### src/rtl/core/lcdnw_pkg.sv
`default_nettype none

package lcdnw_pkg;

    // Request kinds
    localparam logic [1:0] REQ_INIT = 2'd0;
    localparam logic [1:0] REQ_CMD  = 2'd1;
    localparam logic [1:0] REQ_DATA = 2'd2;
    localparam logic [1:0] REQ_NUM  = 2'd3;

    // Configuration register indexes
    localparam int unsigned CFG_IDX_W = 2;
    localparam logic [CFG_IDX_W-1:0] CFG_PULSE_HOLD = 2'd0;
    localparam logic [CFG_IDX_W-1:0] CFG_INIT_GAP   = 2'd1;

    localparam logic [7:0] PULSE_HOLD_RST = 8'd5;
    localparam logic [7:0] INIT_GAP_RST   = 8'd2;

    // Number display limits
    localparam int unsigned MAX_DIGITS = 5;
    localparam int unsigned MIN_DIGITS = 2;
    localparam int unsigned DIG_IDX_W  = $clog2(MAX_DIGITS);
    localparam int unsigned POW_W      = 17;

    // Init sequence
    localparam int unsigned INIT_CMD_N = 5;
    localparam int unsigned INIT_IDX_W = $clog2(INIT_CMD_N);

    localparam logic [7:0] DOT_CHAR  = 8'h2E;
    localparam logic [7:0] ZERO_CHAR = 8'h30;

    // Byte source for the word being sent
    localparam logic [1:0] SEL_INIT  = 2'd0;
    localparam logic [1:0] SEL_REQ   = 2'd1;
    localparam logic [1:0] SEL_DOT   = 2'd2;
    localparam logic [1:0] SEL_DIGIT = 2'd3;

    localparam logic [1:0] PHASE_LAST = 2'd3;

    typedef struct packed {
        logic                  accept;
        logic                  clamp;
        logic                  sub;
        logic                  clr_digit;
        logic                  emit;
        logic                  last;
        logic [1:0]            sel;
        logic [1:0]            phase;
        logic [INIT_IDX_W-1:0] init_idx;
        logic [DIG_IDX_W-1:0]  pos;
    } t_dp_cmd;

    typedef struct packed {
        logic [1:0]           req_type;
        logic [DIG_IDX_W-1:0] n_m1;
        logic                 dot;
        logic                 ge_div;
        logic                 out_free;
    } t_dp_sts;

    function automatic logic [7:0] init_cmd(input logic [INIT_IDX_W-1:0] idx);
        logic [7:0] c;
        case (idx)
            3'd0:    c = 8'h28;
            3'd1:    c = 8'h0E;
            3'd2:    c = 8'h06;
            3'd3:    c = 8'h01;
            3'd4:    c = 8'h0C;
            default: c = 8'h00;
        endcase
        return c;
    endfunction

    function automatic logic [POW_W-1:0] pow10(input logic [DIG_IDX_W:0] e);
        logic [POW_W-1:0] p;
        case (e)
            4'd0:    p = 17'd1;
            4'd1:    p = 17'd10;
            4'd2:    p = 17'd100;
            4'd3:    p = 17'd1000;
            4'd4:    p = 17'd10000;
            4'd5:    p = 17'd100000;
            default: p = 17'd100000;
        endcase
        return p;
    endfunction

endpackage

`default_nettype wire

### src/rtl/core/lcdnw_ctrl.sv
`default_nettype none

module lcdnw_ctrl (
    input  wire logic               i_clk,
    input  wire logic               i_rst_n,
    input  wire logic               i_in_valid,
    output logic                    o_in_ready,
    input  wire lcdnw_pkg::t_dp_sts i_sts,
    output lcdnw_pkg::t_dp_cmd      o_cmd
);
    import lcdnw_pkg::*;

    localparam logic [1:0] S_IDLE     = 2'd0;
    localparam logic [1:0] S_NUM_SET  = 2'd1;
    localparam logic [1:0] S_DIG_CALC = 2'd2;
    localparam logic [1:0] S_SEND     = 2'd3;

    logic [1:0]            r_state, n_state;
    logic [1:0]            r_phase, n_phase;
    logic [1:0]            r_sel, n_sel;
    logic [INIT_IDX_W-1:0] r_init_idx, n_init_idx;
    logic [DIG_IDX_W-1:0]  r_pos, n_pos;

    assign o_in_ready = (r_state == S_IDLE);

    // Sequence requests: one pin state per cycle while the output register is free
    always_comb begin
        n_state    = r_state;
        n_phase    = r_phase;
        n_sel      = r_sel;
        n_init_idx = r_init_idx;
        n_pos      = r_pos;

        o_cmd           = '0;
        o_cmd.sel       = r_sel;
        o_cmd.phase     = r_phase;
        o_cmd.init_idx  = r_init_idx;
        o_cmd.pos       = r_pos;

        case (r_state)
            S_IDLE: begin
                if (i_in_valid) begin
                    o_cmd.accept = 1'b1;
                    n_phase      = 2'd0;
                    n_init_idx   = '0;
                    n_state      = S_SEND;
                    n_sel        = SEL_REQ;
                    if (i_sts.req_type == REQ_INIT) begin
                        n_sel = SEL_INIT;
                    end else if (i_sts.req_type == REQ_NUM) begin
                        n_state = S_NUM_SET;
                    end
                end
            end
            S_NUM_SET: begin
                o_cmd.clamp     = 1'b1;
                o_cmd.clr_digit = 1'b1;
                n_pos           = i_sts.n_m1;
                n_state         = S_DIG_CALC;
            end
            S_DIG_CALC: begin
                if (i_sts.ge_div) begin
                    o_cmd.sub = 1'b1;
                end else begin
                    n_state = S_SEND;
                    n_phase = 2'd0;
                    n_sel   = (r_pos == '0 && i_sts.dot) ? SEL_DOT : SEL_DIGIT;
                end
            end
            S_SEND: begin
                if (i_sts.out_free) begin
                    o_cmd.emit = 1'b1;
                    n_phase    = r_phase + 2'd1;
                    if (r_phase == PHASE_LAST) begin
                        case (r_sel)
                            SEL_INIT: begin
                                if (r_init_idx == INIT_IDX_W'(INIT_CMD_N - 1)) begin
                                    o_cmd.last = 1'b1;
                                    n_state    = S_IDLE;
                                end else begin
                                    n_init_idx = r_init_idx + 1'b1;
                                end
                            end
                            SEL_REQ: begin
                                o_cmd.last = 1'b1;
                                n_state    = S_IDLE;
                            end
                            SEL_DOT: begin
                                n_sel = SEL_DIGIT;
                            end
                            SEL_DIGIT: begin
                                if (r_pos == '0) begin
                                    o_cmd.last = 1'b1;
                                    n_state    = S_IDLE;
                                end else begin
                                    n_pos           = r_pos - 1'b1;
                                    o_cmd.clr_digit = 1'b1;
                                    n_state         = S_DIG_CALC;
                                end
                            end
                            default: begin
                                n_state = S_IDLE;
                            end
                        endcase
                    end
                end
            end
            default: begin
                n_state = S_IDLE;
            end
        endcase
    end

    always_ff @(posedge i_clk) begin
        if (!i_rst_n) begin
            r_state <= S_IDLE;
        end else begin
            r_state <= n_state;
        end
        r_phase    <= n_phase;
        r_sel      <= n_sel;
        r_init_idx <= n_init_idx;
        r_pos      <= n_pos;
    end

endmodule

`default_nettype wire

### src/rtl/core/lcdnw_dp.sv
`default_nettype none

module lcdnw_dp (
    input  wire logic                            i_clk,
    input  wire logic                            i_rst_n,
    input  wire lcdnw_pkg::t_dp_cmd              i_cmd,
    output lcdnw_pkg::t_dp_sts                   o_sts,
    input  wire logic                            i_cfg_valid,
    input  wire logic [lcdnw_pkg::CFG_IDX_W-1:0] i_cfg_index,
    input  wire logic [7:0]                      i_cfg_data,
    input  wire logic [1:0]                      i_req_type,
    input  wire logic [7:0]                      i_byte_value,
    input  wire logic [15:0]                     i_number_value,
    input  wire logic [2:0]                      i_digit_count,
    input  wire logic                            i_decimal_point,
    output logic                                 o_out_valid,
    input  wire logic                            i_out_ready,
    output logic [3:0]                           o_bus_nibble,
    output logic                                 o_reg_select,
    output logic                                 o_enable,
    output logic [8:0]                           o_hold_ms,
    output logic                                 o_overflow,
    output logic                                 o_last
);
    import lcdnw_pkg::*;

    logic [7:0]           r_pulse_hold;
    logic [7:0]           r_init_gap;
    logic [1:0]           r_req_type;
    logic [7:0]           r_byte;
    logic [15:0]          r_rem;
    logic [2:0]           r_count;
    logic                 r_dot;
    logic                 r_ovf;
    logic [3:0]           r_digit;

    logic                 r_out_valid;
    logic [3:0]           r_out_nibble;
    logic                 r_out_rs;
    logic                 r_out_en;
    logic [8:0]           r_out_hold;
    logic                 r_out_ovf;
    logic                 r_out_last;

    logic [DIG_IDX_W-1:0] n_m1;
    logic [POW_W-1:0]     limit;
    logic [POW_W-1:0]     divisor;
    logic                 too_big;
    logic [7:0]           cur_byte;
    logic [8:0]           hold;

    // Clamp the digit count to the supported range
    always_comb begin
        if (r_count < 3'(MIN_DIGITS)) begin
            n_m1 = DIG_IDX_W'(MIN_DIGITS - 1);
        end else if (r_count > 3'(MAX_DIGITS)) begin
            n_m1 = DIG_IDX_W'(MAX_DIGITS - 1);
        end else begin
            n_m1 = DIG_IDX_W'(r_count - 3'd1);
        end
    end

    assign limit   = pow10({1'b0, n_m1} + 1'b1);
    assign divisor = pow10({1'b0, i_cmd.pos});
    assign too_big = {1'b0, r_rem} >= limit;

    assign o_sts.req_type = i_req_type;
    assign o_sts.n_m1     = n_m1;
    assign o_sts.dot      = r_dot;
    assign o_sts.ge_div   = {1'b0, r_rem} >= divisor;
    assign o_sts.out_free = !r_out_valid || i_out_ready;

    // Configuration registers; unknown indexes are dropped
    always_ff @(posedge i_clk) begin
        if (!i_rst_n) begin
            r_pulse_hold <= PULSE_HOLD_RST;
            r_init_gap   <= INIT_GAP_RST;
        end else if (i_cfg_valid) begin
            if (i_cfg_index == CFG_PULSE_HOLD) begin
                r_pulse_hold <= i_cfg_data;
            end else if (i_cfg_index == CFG_INIT_GAP) begin
                r_init_gap <= i_cfg_data;
            end
        end
    end

    // Latch the request, clamp the number, peel digits by repeated subtraction
    always_ff @(posedge i_clk) begin
        if (i_cmd.accept) begin
            r_req_type <= i_req_type;
            r_byte     <= i_byte_value;
            r_rem      <= i_number_value;
            r_count    <= i_digit_count;
            r_dot      <= i_decimal_point;
            r_ovf      <= 1'b0;
        end else if (i_cmd.clamp) begin
            r_ovf <= too_big;
            if (too_big) begin
                r_rem <= 16'(limit - 1'b1);
            end
        end else if (i_cmd.sub) begin
            r_rem <= r_rem - divisor[15:0];
        end
        if (i_cmd.clr_digit) begin
            r_digit <= 4'd0;
        end else if (i_cmd.sub) begin
            r_digit <= r_digit + 4'd1;
        end
    end

    // Pick the byte being sent
    always_comb begin
        case (i_cmd.sel)
            SEL_INIT:  cur_byte = init_cmd(i_cmd.init_idx);
            SEL_REQ:   cur_byte = r_byte;
            SEL_DOT:   cur_byte = DOT_CHAR;
            SEL_DIGIT: cur_byte = ZERO_CHAR + {4'd0, r_digit};
            default:   cur_byte = r_byte;
        endcase
    end

    // Init commands get the extra gap on their final phase
    assign hold = (i_cmd.sel == SEL_INIT && i_cmd.phase == PHASE_LAST)
                ? {1'b0, r_pulse_hold} + {1'b0, r_init_gap}
                : {1'b0, r_pulse_hold};

    // Output register: load a new word, or drop the old one once taken
    always_ff @(posedge i_clk) begin
        if (!i_rst_n) begin
            r_out_valid <= 1'b0;
        end else if (i_cmd.emit) begin
            r_out_valid <= 1'b1;
        end else if (i_out_ready) begin
            r_out_valid <= 1'b0;
        end
        if (i_cmd.emit) begin
            r_out_nibble <= i_cmd.phase[1] ? cur_byte[3:0] : cur_byte[7:4];
            r_out_rs     <= (r_req_type == REQ_DATA) || (r_req_type == REQ_NUM);
            r_out_en     <= !i_cmd.phase[0];
            r_out_hold   <= hold;
            r_out_ovf    <= r_ovf;
            r_out_last   <= i_cmd.last;
        end
    end

    assign o_out_valid  = r_out_valid;
    assign o_bus_nibble = r_out_nibble;
    assign o_reg_select = r_out_rs;
    assign o_enable     = r_out_en;
    assign o_hold_ms    = r_out_hold;
    assign o_overflow   = r_out_ovf;
    assign o_last       = r_out_last;

endmodule

`default_nettype wire

### src/rtl/core/char_lcd_nibble_writer_core.sv
`default_nettype none

// Character LCD writer for a 4-bit bus. Each accepted request (init sequence,
// command byte, data byte or decimal number) becomes a stream of output words,
// one per held pin state: every byte goes out as high nibble then low nibble,
// each shown with enable high and then enable low, and the final word of a
// request carries o_last. The block takes one request at a time and issues one
// word per cycle while the output register is free and no digit is being
// computed. A number first has its digit count and value clamped, then each of
// up to five digits is found by repeated subtraction of a power of ten (the
// digit value is the count of subtractions) and sent, the dot before the last.
// Configuration writes are always taken (o_cfg_ready is tied high) and must
// only arrive while no request is in flight.
module char_lcd_nibble_writer_core (
    input  wire logic                            i_clk,
    input  wire logic                            i_rst_n,
    input  wire logic                            i_cfg_valid,
    output logic                                 o_cfg_ready,
    input  wire logic [lcdnw_pkg::CFG_IDX_W-1:0] i_cfg_index,
    input  wire logic [7:0]                      i_cfg_data,
    input  wire logic                            i_in_valid,
    output logic                                 o_in_ready,
    input  wire logic [1:0]                      i_req_type,
    input  wire logic [7:0]                      i_byte_value,
    input  wire logic [15:0]                     i_number_value,
    input  wire logic [2:0]                      i_digit_count,
    input  wire logic                            i_decimal_point,
    output logic                                 o_out_valid,
    input  wire logic                            i_out_ready,
    output logic [3:0]                           o_bus_nibble,
    output logic                                 o_reg_select,
    output logic                                 o_enable,
    output logic [8:0]                           o_hold_ms,
    output logic                                 o_overflow,
    output logic                                 o_last
);
    import lcdnw_pkg::*;

    t_dp_cmd cmd;
    t_dp_sts sts;

    assign o_cfg_ready = 1'b1;

    lcdnw_ctrl u_ctrl (
        .i_clk      (i_clk),
        .i_rst_n    (i_rst_n),
        .i_in_valid (i_in_valid),
        .o_in_ready (o_in_ready),
        .i_sts      (sts),
        .o_cmd      (cmd)
    );

    lcdnw_dp u_dp (
        .i_clk           (i_clk),
        .i_rst_n         (i_rst_n),
        .i_cmd           (cmd),
        .o_sts           (sts),
        .i_cfg_valid     (i_cfg_valid),
        .i_cfg_index     (i_cfg_index),
        .i_cfg_data      (i_cfg_data),
        .i_req_type      (i_req_type),
        .i_byte_value    (i_byte_value),
        .i_number_value  (i_number_value),
        .i_digit_count   (i_digit_count),
        .i_decimal_point (i_decimal_point),
        .o_out_valid     (o_out_valid),
        .i_out_ready     (i_out_ready),
        .o_bus_nibble    (o_bus_nibble),
        .o_reg_select    (o_reg_select),
        .o_enable        (o_enable),
        .o_hold_ms       (o_hold_ms),
        .o_overflow      (o_overflow),
        .o_last          (o_last)
    );

endmodule

`default_nettype wire

### config.mk
export PLATFORM = sky130hd
export DESIGN_NAME = char_lcd_nibble_writer_core
export DESIGN_NICKNAME = d
export VERILOG_FILES = /design/src/rtl/core/lcdnw_pkg.sv /design/src/rtl/core/lcdnw_ctrl.sv /design/src/rtl/core/lcdnw_dp.sv /design/src/rtl/core/char_lcd_nibble_writer_core.sv
export SDC_FILE = /design/constraint.sdc
export NUM_CORES = 1
export LEC_CHECK = 0
export BUFFER_PORTS_ARGS = -buffer_cell sky130_fd_sc_hd__buf_2
export CORE_MARGIN = 3
export CORE_UTILIZATION = 27
export CTS_CLUSTER_SIZE = 40
export DETAILED_ROUTE_END_ITERATION = 6
export HOLD_SLACK_MARGIN = 0.08
export PLACE_DENSITY = 0.45
export SLEW_MARGIN = 20
export SYNTH_ARGS = -nofsm -noshare
export SYNTH_HDL_FRONTEND = slang
export SYNTH_SLANG_ARGS = --single-unit
### constraint.sdc
create_clock -name i_clk -period 4.2 [get_ports i_clk]
set_input_delay 0.42 -clock i_clk [delete_from_list [all_inputs] [get_ports i_clk]]
set_output_delay 0.42 -clock i_clk [all_outputs]
set_load 0.1 [all_outputs]
==> flow_summary.yaml, run 1 <==
yosys:
  syn_area_um2: 5182
  synthCells: 547
  avgSynthCellArea_um2: 9.474
  synth.top_cell.area_share_pct: 32.45
  synth_edf_count: 56
  synth_flop_cell: "edfxtp_1"
  synthArstFlopShare_pct: 0
  ys_seq_area_share_pct: 41.72
  yosys_warnings: 0
  synth_largest_area_cell: "edfxtp_1"
  synth_area_leaders: "edfxtp_1 (32%), ha_1 (12%), dfxtp_1 (9.3%)"
  ys_types: 64
  synth-seq-cells: 80
worst_setup_path:
  required_ps: 4280
  cp.arrival_ps: 3870
  path_class: "register to register"
  critPathCaptureType: "register"
  r2r_slack_ps: 410
  worstSetupStartpointType: "register"
  critPathMaxFanout: 16
layout:
  synthToLayoutAreaGrowth_pct: 17.04
  final_cell_mix: "buf_2 (63), edfxtp_1 (56), nand2_1 (54)"
  nFillCells: 1972
  layout.nets: 707
  diodes: 0
  layout_commonest_cell: "buf_2"
  multi_input_area_um2: 2806
  drive_gt1_share_pct: 15.96
  regArea_um2: 2162
sta:
  post-route-min-period_ps: 3787
  fmax_mhz: 264.1
  fin_skew_ps: 7.251
  rsz0062_at_grt: "no"
  slew_violations: 0
  hold_viol_final: 0
  fin_tns_setup_ps: 0
  period_share_pct: 90.17
  setup_viol: 0
  worst_pin_slew_ps: 722.8
  slew_headroom_pct: 50.57
clock_tree:
  post-cts-setup-buffers: 0
  cts_max_path_buffers: 2
  cts.sinks: 80
  cts_resized: 0
  cts_made_buffers: 9
  htreeDepth: 3
  root_buffer: "clkbuf_16"
  clk_pin_slew_ps: 70
  cts_hold_buffers: 0
  cts_tree: "built"
  clk-insertion-delay-late_ps: 340
routing:
  wire_per_inst_um: 16.22
  wl_mm: 13.75
  drt_iter0_drc: 191
  num_vias: 4209
  first_pass_iters: 5
  drc: 0
  drt.antenna.violating_nets: 0
  via_per_inst: 4.963
place:
  gp_congestion: 0.8807
  dp_hpwl_mm: 10.17
  io_buffers: 63
grt:
  grt_remaining_overflow: 0
  grt_antenna_before_repair: 0
  grt_max_degree: 26
  grt_first_pass_wirelength_mm: 21.49
  grt_pass1_vias: 4096
  track_usage_pct: 13.28
floorplanning:
  die_x_um: 144.5
  die_y_um: 144.5
  rows: 50
  start_util_pct: 27.61
  core_um2: 18770
  ioPinCount: 65
  dieArea_um2: 20890
run:
  max-cap-violations: 0
power_and_ir_drop:
  p_per_area_nw_per_um2: 586.8
  irDropWorstVdd_uv: 217.8
  leakage_nw: 2.516
  fin_total_pwr_w: 0.003559
hold_path:
  holdCritPathClass: "primary input to register"
outcome:
  status: "completed"
## worst max-delay path: stages, from the launching register on
cell	delay [ps]
edfxtp_1	540
inv_1	140
ha_1	410
o21ai_0	140
o21a_1	200
a21oi_1	290
ha_1	310
a2111oi_0	660
nand3_1	160
a41oi_1	360
a21oi_1	70
buf_4	250
## report_power, final
group / internal (W) / total, W / leakage [nW] / switching [W]
sequential: 0.00107 / 0.00123 / 0.725 / 0.000165
clock: 0.000426 / 0.000779 / 0.142 / 0.000353
combinational: 0.000626 / 0.00155 / 1.65 / 0.000924
## sequential cells by signal (all words and copies together) (netlist names), 4 cells and up
signal,flops
u_dp.o_hold_ms,9
u_dp.o_bus_nibble,4
u_dp.r_pulse_hold,8
u_dp.r_byte,8
u_dp.r_digit,4
u_dp.r_init_gap,8
u_dp.r_rem,16
## per-layer routing
layer | track usage (%) | vias to the layer above | wire length [um]
met5 | 0 | - | 0
met4 | 4.320 | 0 | 262
met3 | 2.943 | 17 | 573
met2 | 21.73 | 97 | 6347
met1 | 17.44 | 1983 | 6569
li1 | - | 2112 | -
## final cells by class
type                            instances  area share, %
Clock inverter                          6         0.8457
Inverter                               35          2.166
Multi-Input combinational cell        411          46.27
Timing Repair Buffer                   72          6.312
Sequential cell                        80          35.64
Clock buffer                           10          3.940
Tap cell                              234          4.827
## Yosys cell counts, types with 3 or more instances
cell type  number
a211oi_1        5
a21o_1          6
a21oi_1        37
a221oi_1        3
a22o_1          3
a31oi_1        11
and2_1          3
and3_1          3
buf_1           3
clkbuf_1       18
dfxtp_1        24
edfxtp_1       56
ha_1           51
inv_1          35
mux2i_1        15
nand2_1        54
nand2b_1        7
nand3_1        11
nand4_1         5
nand4b_1        3
nor2_1         46
nor2b_1        12
nor3_1         15
o211ai_1        5
o21a_1          4
o21ai_0        37
o21bai_1        6
or3_1           3
or4_1           3
xnor2_1        13
xor2_1         10
## cells by family after synthesis
kind of cell | share of synthesized area (%)
other | 0.1449
muxes | 3.114
adders and majority gates | 13.09
xor gates and xnor gates | 3.887
AOI/OAI and AO/OA | 18.28
and+or+nand+nor | 15.57
DFF | 41.72
buffers and inverters | 4.201
## path summary, 6_finish.rpt
kind                            end               start  depth (start not counted)
setup / recovery      u_dp.r_rem[3]     u_dp.r_count[0]                         11
hold / removal       u_dp.r_byte[5]     i_byte_value[5]                          1
setup reg to reg      u_dp.r_rem[3]     u_dp.r_count[0]                         11
hold reg to reg   u_dp.o_reg_select  u_dp.r_req_type[1]                          0
## stage by stage
step | hold slack, ps | instance area, um2 | setup WS [ps] | instances | util [%]
finish | 248.3 | 6066 | 413.0 | 848 | 32.32
global route | 233.3 | 6066 | 98.44 | 848 | 32.32
CTS | 232.7 | 6066 | 433.7 | 848 | 32.32
detailed placement | 410.9 | 5776 | 454.7 | 832 | 30.77
global placement | 405.6 | 5776 | 477.6 | 832 | 30.77
floorplan | 403.0 | 5186 | 249.2 | 548 | -
No activity file was read; power rests on OpenSTA's default activity.
==> run 2, diff against run 1 <==
--- a/config.mk
+++ b/config.mk
@@ -5,13 +5,13 @@
 export SDC_FILE = /design/constraint.sdc
 export NUM_CORES = 1
 export LEC_CHECK = 0
-export BUFFER_PORTS_ARGS = -buffer_cell sky130_fd_sc_hd__buf_2
 export CORE_MARGIN = 3
 export CORE_UTILIZATION = 27
 export CTS_CLUSTER_SIZE = 40
 export DETAILED_ROUTE_END_ITERATION = 6
+export DONT_BUFFER_PORTS = 1
 export HOLD_SLACK_MARGIN = 0.08
-export PLACE_DENSITY = 0.45
+export PLACE_DENSITY = 0.42
 export SLEW_MARGIN = 20
 export SYNTH_ARGS = -nofsm -noshare
 export SYNTH_HDL_FRONTEND = slang
==> run 2 against run 1 <==
Net effect:
- clock skew is 4.7 ps higher
- count of clock-buffer cells in the layout stayed put
- register-to-register slack worse by 60 ps
- combinational power is 3% lower
- die area stayed put
- cell area is 5.6% lower
- power hardly changed
- utilization is 1.8 points lower
- non-clock buffer count is 65 lower
==> flow_summary.yaml, run 2 (synthesis gave the netlist of run 1 again) <==
routing:
  wire_per_inst_um: 17.80
  first_pass_iters: 4
  drt_iter0_drc: 205
  drt.antenna.violating_nets: 0
  via_per_inst: 5.033
  num_vias: 3941
  drc: 0
  wl_mm: 13.94
worst_setup_path:
  worstSetupStartpointType: "register"
  critPathCaptureType: "register"
  path_class: "register to register"
  required_ps: 4290
  cp.arrival_ps: 3930
  critPathMaxFanout: 16
clock_tree:
  post-cts-setup-buffers: 0
  cts_resized: 0
  cts_hold_buffers: 0
  htreeDepth: 3
  cts.sinks: 80
  clk_pin_slew_ps: 60
  cts_tree: "built"
  clk-insertion-delay-late_ps: 350
  cts_made_buffers: 9
  root_buffer: "clkbuf_16"
  cts_max_path_buffers: 2
hold_path:
  holdCritPathClass: "primary input to register"
layout:
  largest_reg_flops: 16
  regArea_um2: 2162
  synthToLayoutAreaGrowth_pct: 10.48
  nFillCells: 1980
  instances_no_fill: 783
  layout.nets: 642
  layout_commonest_cell: "edfxtp_1"
  postLayoutCellArea_um2: 5725
  drive_gt1_share_pct: 6.193
  diodes: 0
  top_register: "u_dp.r_rem"
  multi_input_area_um2: 2815
  final_cell_mix: "edfxtp_1 (56), nand2_1 (54), ha_1 (51)"
grt:
  grt_pass1_vias: 3922
  grt_antenna_before_repair: 0
  grt_remaining_overflow: 0
  grt_first_pass_wirelength_mm: 21.54
  track_usage_pct: 13.53
  grt_max_degree: 26
sta:
  setup_viol: 0
  hold_ws_ps: 133.3
  worst_pin_slew_ps: 967.0
  post-route-min-period_ps: 3843
  setup_ws_ps: 356.6
  rsz0062_at_grt: "no"
  fin_skew_ps: 11.90
  slew_violations: 0
  slew_headroom_pct: 35.24
  period_share_pct: 91.51
  fmax_mhz: 260.2
  hold_viol_final: 0
  fin_tns_setup_ps: 0
place:
  gp_congestion: 0.8181
  dp.cells: 767
  place_ws_ps: 254.7
  dp_hpwl_mm: 10.47
  io_buffers: 0
  place_area_um2: 5450
floorplanning:
  rows: 50
  die_x_um: 144.5
  ioPinCount: 65
  dieArea_um2: 20890
  die_y_um: 144.5
  start_util_pct: 27.61
  core_um2: 18770
outcome:
  status: "completed"
power_and_ir_drop:
  irDropWorstVdd_uv: 210.1
  p_per_area_nw_per_um2: 622.0
  leakage_nw: 2.252
run:
  max-cap-violations: 0
run 2: cell type report:
cell class                 instances  area share, %
clock inverter                     6         0.7430
sequential                        80          37.76
timing repair buffer               7         0.9178
inverter                          35          2.295
clock buffer                      10          3.999
multi-input combinational        411          49.17
tap                              234          5.114
run 2: per-layer routing:
layer  track usage (%)  vias to the layer above  wire length (um)
met1             18.06                     1860              6669
li1                  -                     1982                 -
met2             21.90                       88              6401
met5                 0                        -                 0
met3             3.538                       11               707
met4             3.387                        0               157
run 2: worst max-delay path: stages (launching register included):
cell,delay [ps]
edfxtp_1,420
inv_1,110
ha_1,240
nor3_1,220
o21ai_0,250
and2_1,250
ha_1,250
a2111o_1,430
a211o_1,360
o41a_4,400
o21ai_0,270
a21oi_1,120
buf_4,240
run 2: report_power, final:
part	internal, W	switching, W	total [W]
logic	0.000606	0.000889	0.00150
clock network	0.000404	0.000343	0.000747
registers	0.00107	0.000251	0.00132
total	0.00208	0.00148	0.00356
run 2: path summary, 6_finish.rpt:
check | from | to | slack [ps] | depth (start not counted)
max | u_ctrl.r_pos[0] | u_dp.r_rem[2] | 360 | 12
min | i_rst_n | u_dp.r_pulse_hold[2] | 130 | 1
max reg2reg | u_ctrl.r_pos[0] | u_dp.r_rem[2] | 360 | 12
min reg2reg | u_dp.r_req_type[1] | u_dp.o_reg_select | 430 | 0
run 2: stage by stage:
step	power (W)	utilization, %
6_report	0.003561	30.51
4_1_cts	0.003592	30.49
3_3_place_gp	0.002822	29.04
5_1_grt	0.003825	30.51
2_1_floorplan	0.002383	-
3_5_place_dp	0.002814	29.04
